`config.mk`:
```
export PLATFORM = sky130hd
export DESIGN_NAME = ihex_field_decode
export DESIGN_NICKNAME = d
export VERILOG_FILES = /design/src/rtl/assert_macros.svh /design/src/rtl/ihex_pkg.sv /design/src/rtl/ihex_field_decode.sv
export SDC_FILE = /design/constraint.sdc
export NUM_CORES = 1
export LEC_CHECK = 0
export BUFFER_PORTS_ARGS = -buffer_cell sky130_fd_sc_hd__buf_2
export CAP_MARGIN = 20
export CORE_MARGIN = 2
export CORE_UTILIZATION = 30
export DETAILED_ROUTE_END_ITERATION = 10
export PLACE_DENSITY = 0.66
export SLEW_MARGIN = 25
export SYNTH_ARGS = -nofsm -noshare
export SYNTH_HDL_FRONTEND = slang
export SYNTH_SLANG_ARGS = --single-unit
```
`constraint.sdc`:
```
create_clock -name vclk -period 2
set_input_delay 0.2 -clock vclk [all_inputs]
set_output_delay 0.2 -clock vclk [all_outputs]
set_load 0.05 [all_outputs]
```
`src/rtl/assert_macros.svh`:
```
// Assertion macros for the Intel HEX loader RTL.
// Each macro expects signals named clk and rst in the enclosing module.
`ifndef ASSERT_MACROS_SVH
`define ASSERT_MACROS_SVH

// Same-cycle implication, disabled during reset.
`define ASSERT_IMPL(lbl, ante, cons, msg) \
  lbl: assert property (@(posedge clk) disable iff (rst) (ante) |-> (cons)) else $error(msg);

// Next-cycle implication, disabled during reset.
`define ASSERT_NEXT(lbl, ante, cons, msg) \
  lbl: assert property (@(posedge clk) disable iff (rst) (ante) |=> (cons)) else $error(msg);

`endif

```
`src/rtl/ihex_pkg.sv`:
```
// Shared types and constants of the Intel HEX record loader.
// No dependencies; imported by every module of the block.
package ihex_pkg;

  localparam int DEFAULT_IMAGE_DEPTH = 2048;
  localparam logic [11:0] IMAGE_LENGTH_RESET = 12'd2048;
  localparam logic [9:0] POS_MAX = 10'd1023;

  localparam logic [7:0] CHAR_COLON = 8'h3A;
  localparam logic [7:0] CHAR_LF    = 8'h0A;
  localparam logic [7:0] CHAR_CR    = 8'h0D;
  localparam logic [7:0] BYTE_ZERO  = 8'h00;
  localparam logic [7:0] BYTE_FF    = 8'hFF;

  typedef enum logic [1:0] {
    CMD_FEED  = 2'd0,
    CMD_READ  = 2'd1,
    CMD_CLEAR = 2'd2,
    CMD_NOP   = 2'd3
  } cmd_t;

  typedef enum logic [2:0] {
    STAT_BUSY      = 3'd0,
    STAT_STORED    = 3'd1,
    STAT_IGNORED   = 3'd2,
    STAT_SKIPPED   = 3'd3,
    STAT_FIELD_ERR = 3'd4,
    STAT_CSUM_ERR  = 3'd5,
    STAT_HALTED    = 3'd6
  } status_t;

  typedef enum logic [1:0] {
    MODE_START  = 2'd0,
    MODE_RECORD = 2'd1,
    MODE_SKIP   = 2'd2
  } line_mode_t;

  typedef enum logic [2:0] {
    F_NONE  = 3'd0,
    F_COUNT = 3'd1,
    F_ADDR  = 3'd2,
    F_KIND  = 3'd3,
    F_PAIR  = 3'd4
  } field_t;

  typedef enum logic [3:0] {
    ST_CLEAR,
    ST_IDLE,
    ST_FEED,
    ST_FILL,
    ST_HDR,
    ST_CHECK,
    ST_COPY,
    ST_READ,
    ST_READ_DATA,
    ST_EMIT
  } state_t;

  // Classification of one record character.
  typedef struct packed {
    logic       is_hex;
    logic [3:0] digit;
    field_t     field;
    logic [8:0] pair_k;
    logic       pair_odd;
    logic       pair_data;
  } ihex_dec_t;

endpackage

```
`src/rtl/ihex_field_decode.sv`:
```
// Character classifier: hex digit value and record field for a line position.
// Depends on ihex_pkg.
module ihex_field_decode import ihex_pkg::*; (
  input  logic [7:0] char_code,
  input  logic [9:0] line_position,
  input  logic [7:0] record_count,
  output ihex_dec_t  dec
);

  logic [9:0] pair_q;
  logic [8:0] pair_k;

  assign pair_q = line_position - 10'd9;
  assign pair_k = pair_q[9:1];

  always_comb begin
    dec = '0;
    // hex digit value
    if (char_code inside {[8'h30:8'h39]}) begin
      dec.is_hex = 1'b1;
      dec.digit  = char_code[3:0];
    end else if (char_code inside {[8'h41:8'h46], [8'h61:8'h66]}) begin
      dec.is_hex = 1'b1;
      dec.digit  = char_code[3:0] + 4'd9;
    end
    // field by position
    dec.pair_k    = pair_k;
    dec.pair_odd  = pair_q[0];
    dec.pair_data = (pair_k < {1'b0, record_count});
    if (line_position <= 10'd2) begin
      dec.field = F_COUNT;
    end else if (line_position <= 10'd6) begin
      dec.field = F_ADDR;
    end else if (line_position <= 10'd8) begin
      dec.field = F_KIND;
    end else if (pair_k <= {1'b0, record_count}) begin
      dec.field = F_PAIR;
    end else begin
      dec.field = F_NONE;
    end
  end

endmodule

```
Word level (Yosys, flattened, before mapping)
Cells that the tools add are included.

word-level totals
  register bits = 0
  input bits = 26
  output and inout bits = 19
  word-level logic and storage cells = 23

operators by class
  add/sub/neg operators = 2
  order comparisons = 11
  mux-type cells = 6
  reductions and logical operators = 4

operators by type and width
  kind                                                               count
  greater-or-equal comparator 8 x 7 -> 1 bit, second input constant  2
  <= comparator 8 x 7 -> 1 bit, second input constant                2
  2-to-1 mux 3 bit                                                   4
  <= comparator 10 x 2 -> 1 bit, second input constant               1
  <= comparator 10 x 3 -> 1 bit, second input constant               1
  <= comparator 10 x 4 -> 1 bit, second input constant               1
  2-to-1 mux 5 bit                                                   2
  subtractor 10 x 4 -> 10 bit, second input constant                 1
  <= comparator 9 x 8 -> 1 bit                                       1
  less-than comparator 9 x 8 -> 1 bit                                1
  greater-or-equal comparator 8 x 6 -> 1 bit, second input constant  1
  <= comparator 8 x 6 -> 1 bit, second input constant                1
  adder 4 bit, second input constant                                 1
  logical AND 1 bit                                                  3
  nonzero test 2 bit                                                 1

Logic depth before layout (Yosys ltp)
  depth after elaboration = 6
  depth in mapped cells = 11
  depth with buffers taken out = 11

Worst setup path before layout
Ideal clock, no wire load.

  path type = input to output
  start point = in line_position[0]
  end point = out dec[0] (netlist bit)
  data arrival time = 3.348 ns
  required time = 1.800 ns
  path slack = -1.548 ns
  stages on the path = 11
  buffers on the path = 0
  cell sequence = inv_1 ha_1 inv_1 o21ai_0 nand2_1 xnor2_1 ha_1 nor3_1 nor2_1 o22ai_1 and2_1

RTL lines
  element             line                    RTL
  start: declaration  ihex_field_decode.sv:5  input logic [9:0] line_position,
  end: declaration    ihex_field_decode.sv:7  output ihex_dec_t dec

==> impl_metrics.json <==
{
  "status": "finished with violations",
  "violations": "setup timing",
  "grt_setup_unrepaired": "true",
  "hold_depth": 3,
  "tightest_slew_ns": 0.326,
  "critical_path.top_delay_family": "compound AO/OA/AOI/OAI gates",
  "drv_cap": 0,
  "wl_met1_um": 824,
  "fmax_mhz": 420,
  "fin_util_pct": 70.4,
  "maxSlewViolCount": 0,
  "dp_hpwl_um": 1690,
  "initial_core_util_pct": 32.3,
  "yosysMostFrequentCell": "inv_1",
  "finalHoldViolations": 0,
  "drc": 0,
  "crit_buf_inv": 3,
  "grt_usage_pct": 19.2,
  "crit_fanout": 4,
  "ys_top_cells_by_area": "ha_1 29%, inv_1 9.9%, xor2_1 6.1%",
  "drt_iter0_drc": 9,
  "synth_commonest_cells": "15 x inv_1, 13 x ha_1, 7 x nor2_1",
  "design_area_sq_um": 1240,
  "hold_path.class": "in -> out",
  "relSlewSlack_pct": 78.1,
  "crit_path_frequent_cell": "buf_8",
  "min_period_ns": 2.38,
  "syn_area_sq_um": 571,
  "wirelength_um": 1970,
  "ant_nets": 0,
  "grt-ovfl-total": 0,
  "seq_cell_count": 0,
  "diodes": 0,
  "placed_area_sq_um": 1150,
  "synth-seq-area-share_pct": 0,
  "wl_per_cell_um": 11.6,
  "syn_inst": 80,
  "viasPerCell": 4.81,
  "ir_drop_uv": 183,
  "hold_end": "dec[16]",
  "drtPass1Iterations": 4,
  "yosys.area.top_type": "ha_1",
  "port_buffers": 45,
  "avgSynthCellArea_sq_um": 7.13,
  "critPathMaxStageDelay_ns": 0.31,
  "clkbuf_count": 0,
  "ys_types": 29,
  "grt_max_degree": 7,
  "start_kind": "input pin",
  "hold_start": "char_code[2]",
  "synth_top_area_share_pct": 28.5,
  "period_share_pct": 119,
  "slowest_stage": "o31a_1",
  "core_area_sq_um": 1760,
  "dr_wl_met3_um": 58,
  "critical_path_class": "in -> out",
  "p_leak_nw": 0.619,
  "hold-worst-slack_ns": 0.796,
  "pin_count": 45,
  "regArea_sq_um": 0,
  "die_w_um": 47.6,
  "gp_congestion": 0.692,
  "yosysWarningCount": 0,
  "grt_pass1_wl_um": 3240,
  "drive_gt1_share_pct": 63.4,
  "wl_met2_um": 1080,
  "endpoint_kind": "output port",
  "vias": 818,
  "post-place-ws_ns": -0.505,
  "synth_fp_nets": 119,
  "syn_to_final_growth_pct": 118,
  "dieHeight_um": 47.6,
  "critPathArrivalTime_ns": 2.18,
  "num_rows": 15,
  "setup_viol": 2,
  "die-area_sq_um": 2270,
  "powerDensity_nw_per_um2": 311,
  "antenna_found_initial": 0,
  "top_layer": "met3",
  "grt_pass1_vias": 808,
  "cp.required_ns": 1.80,
  "worstPathCellList": "buf_8, o31a_1, buf_4, nor4_4, xor2_4, ha_4, a22oi_2, o211ai_1, o22ai_1, and2_4, buf_8",
  "fin_ws_ns": -0.381,
  "nets": 186
}
==> power breakdown <==
group	switching, W	internal, W
Combinational	0.000223	0.000163
Clock	0	0
Sequential	0	0
Total	0.000223	0.000163
==> layout make-up <==
cell class	instances	area, sq um
timing repair buffer	65	417
fill	156	522
inverter	15	60.1
tap	25	31.3
multi-input combinational	65	734
==> cell families (layout without fill, tap and decap cells) <==
kind of cell | after synthesis | in the layout | synth area share (%)
xor gates and xnor gates | 7 | 7 | 10.7
muxes | 2 | 2 | 3.73
buffers and inverters | 15 | 80 | 9.87
and+or+nand+nor | 26 | 26 | 23.7
AOI/OAI and AO/OA | 17 | 17 | 23.5
adders and majority gates | 13 | 13 | 28.5
==> routing by layer <==
metal | track usage (%) | vias up
met4 | 1.08 | 0
met5 | 0 | -
met3 | 0.377 | 0
met1 | 23.1 | 385
met2 | 39.2 | 22
li1 | - | 411
==> worst max-delay path by stage <==
stage,from,endpoint,slack (ns),cells after the start
4_1_cts,line_position[2],dec[13],-0.38,10
3_3_place_gp,line_position[0],dec[0],-0.47,10
2_1_floorplan,line_position[0],dec[13],-0.50,11
3_5_place_dp,line_position[0],dec[0],-0.51,10
5_1_grt,line_position[1],dec[13],-0.47,11
6_report,line_position[1],dec[0],-0.38,11
==> per-stage QoR <==
| step | setup TNS [ns] | instances | power, W |
|---|---|---|---|
| floorplan | -0.944 | 80 | 0.000223 |
| global placement | -0.917 | 168 | 0.000343 |
| detailed placement | -0.992 | 168 | 0.000348 |
| CTS | -0.750 | 169 | 0.000382 |
| global route | -0.936 | 170 | 0.000415 |
| finish | -0.753 | 170 | 0.000386 |
==> placed cells by master (no fill, tap or decap), types with 2 or more instances in the layout <==
cell type	instances
nor4_1	2
buf_4	22
nand2_1	3
xnor2_4	2
nand4_1	2
buf_2	39
inv_1	13
nor2_1	6
buf_8	3
nand2_2	2
a21oi_1	2
ha_1	8
xor2_4	3
ha_4	5
o31a_1	2
==> timing repair <==
action                                  in CTS  in global routing
setup buffers                                1                  1
endpoints found under the setup margin       2                  5
endpoints found under the hold margin        0                  0
hold buffers                                 0                  0
gates cloned                                 0                  0
resized for setup                           14                  4
pin swaps                                    7                  6
Note: power is estimated with default switching activity, not from simulation.
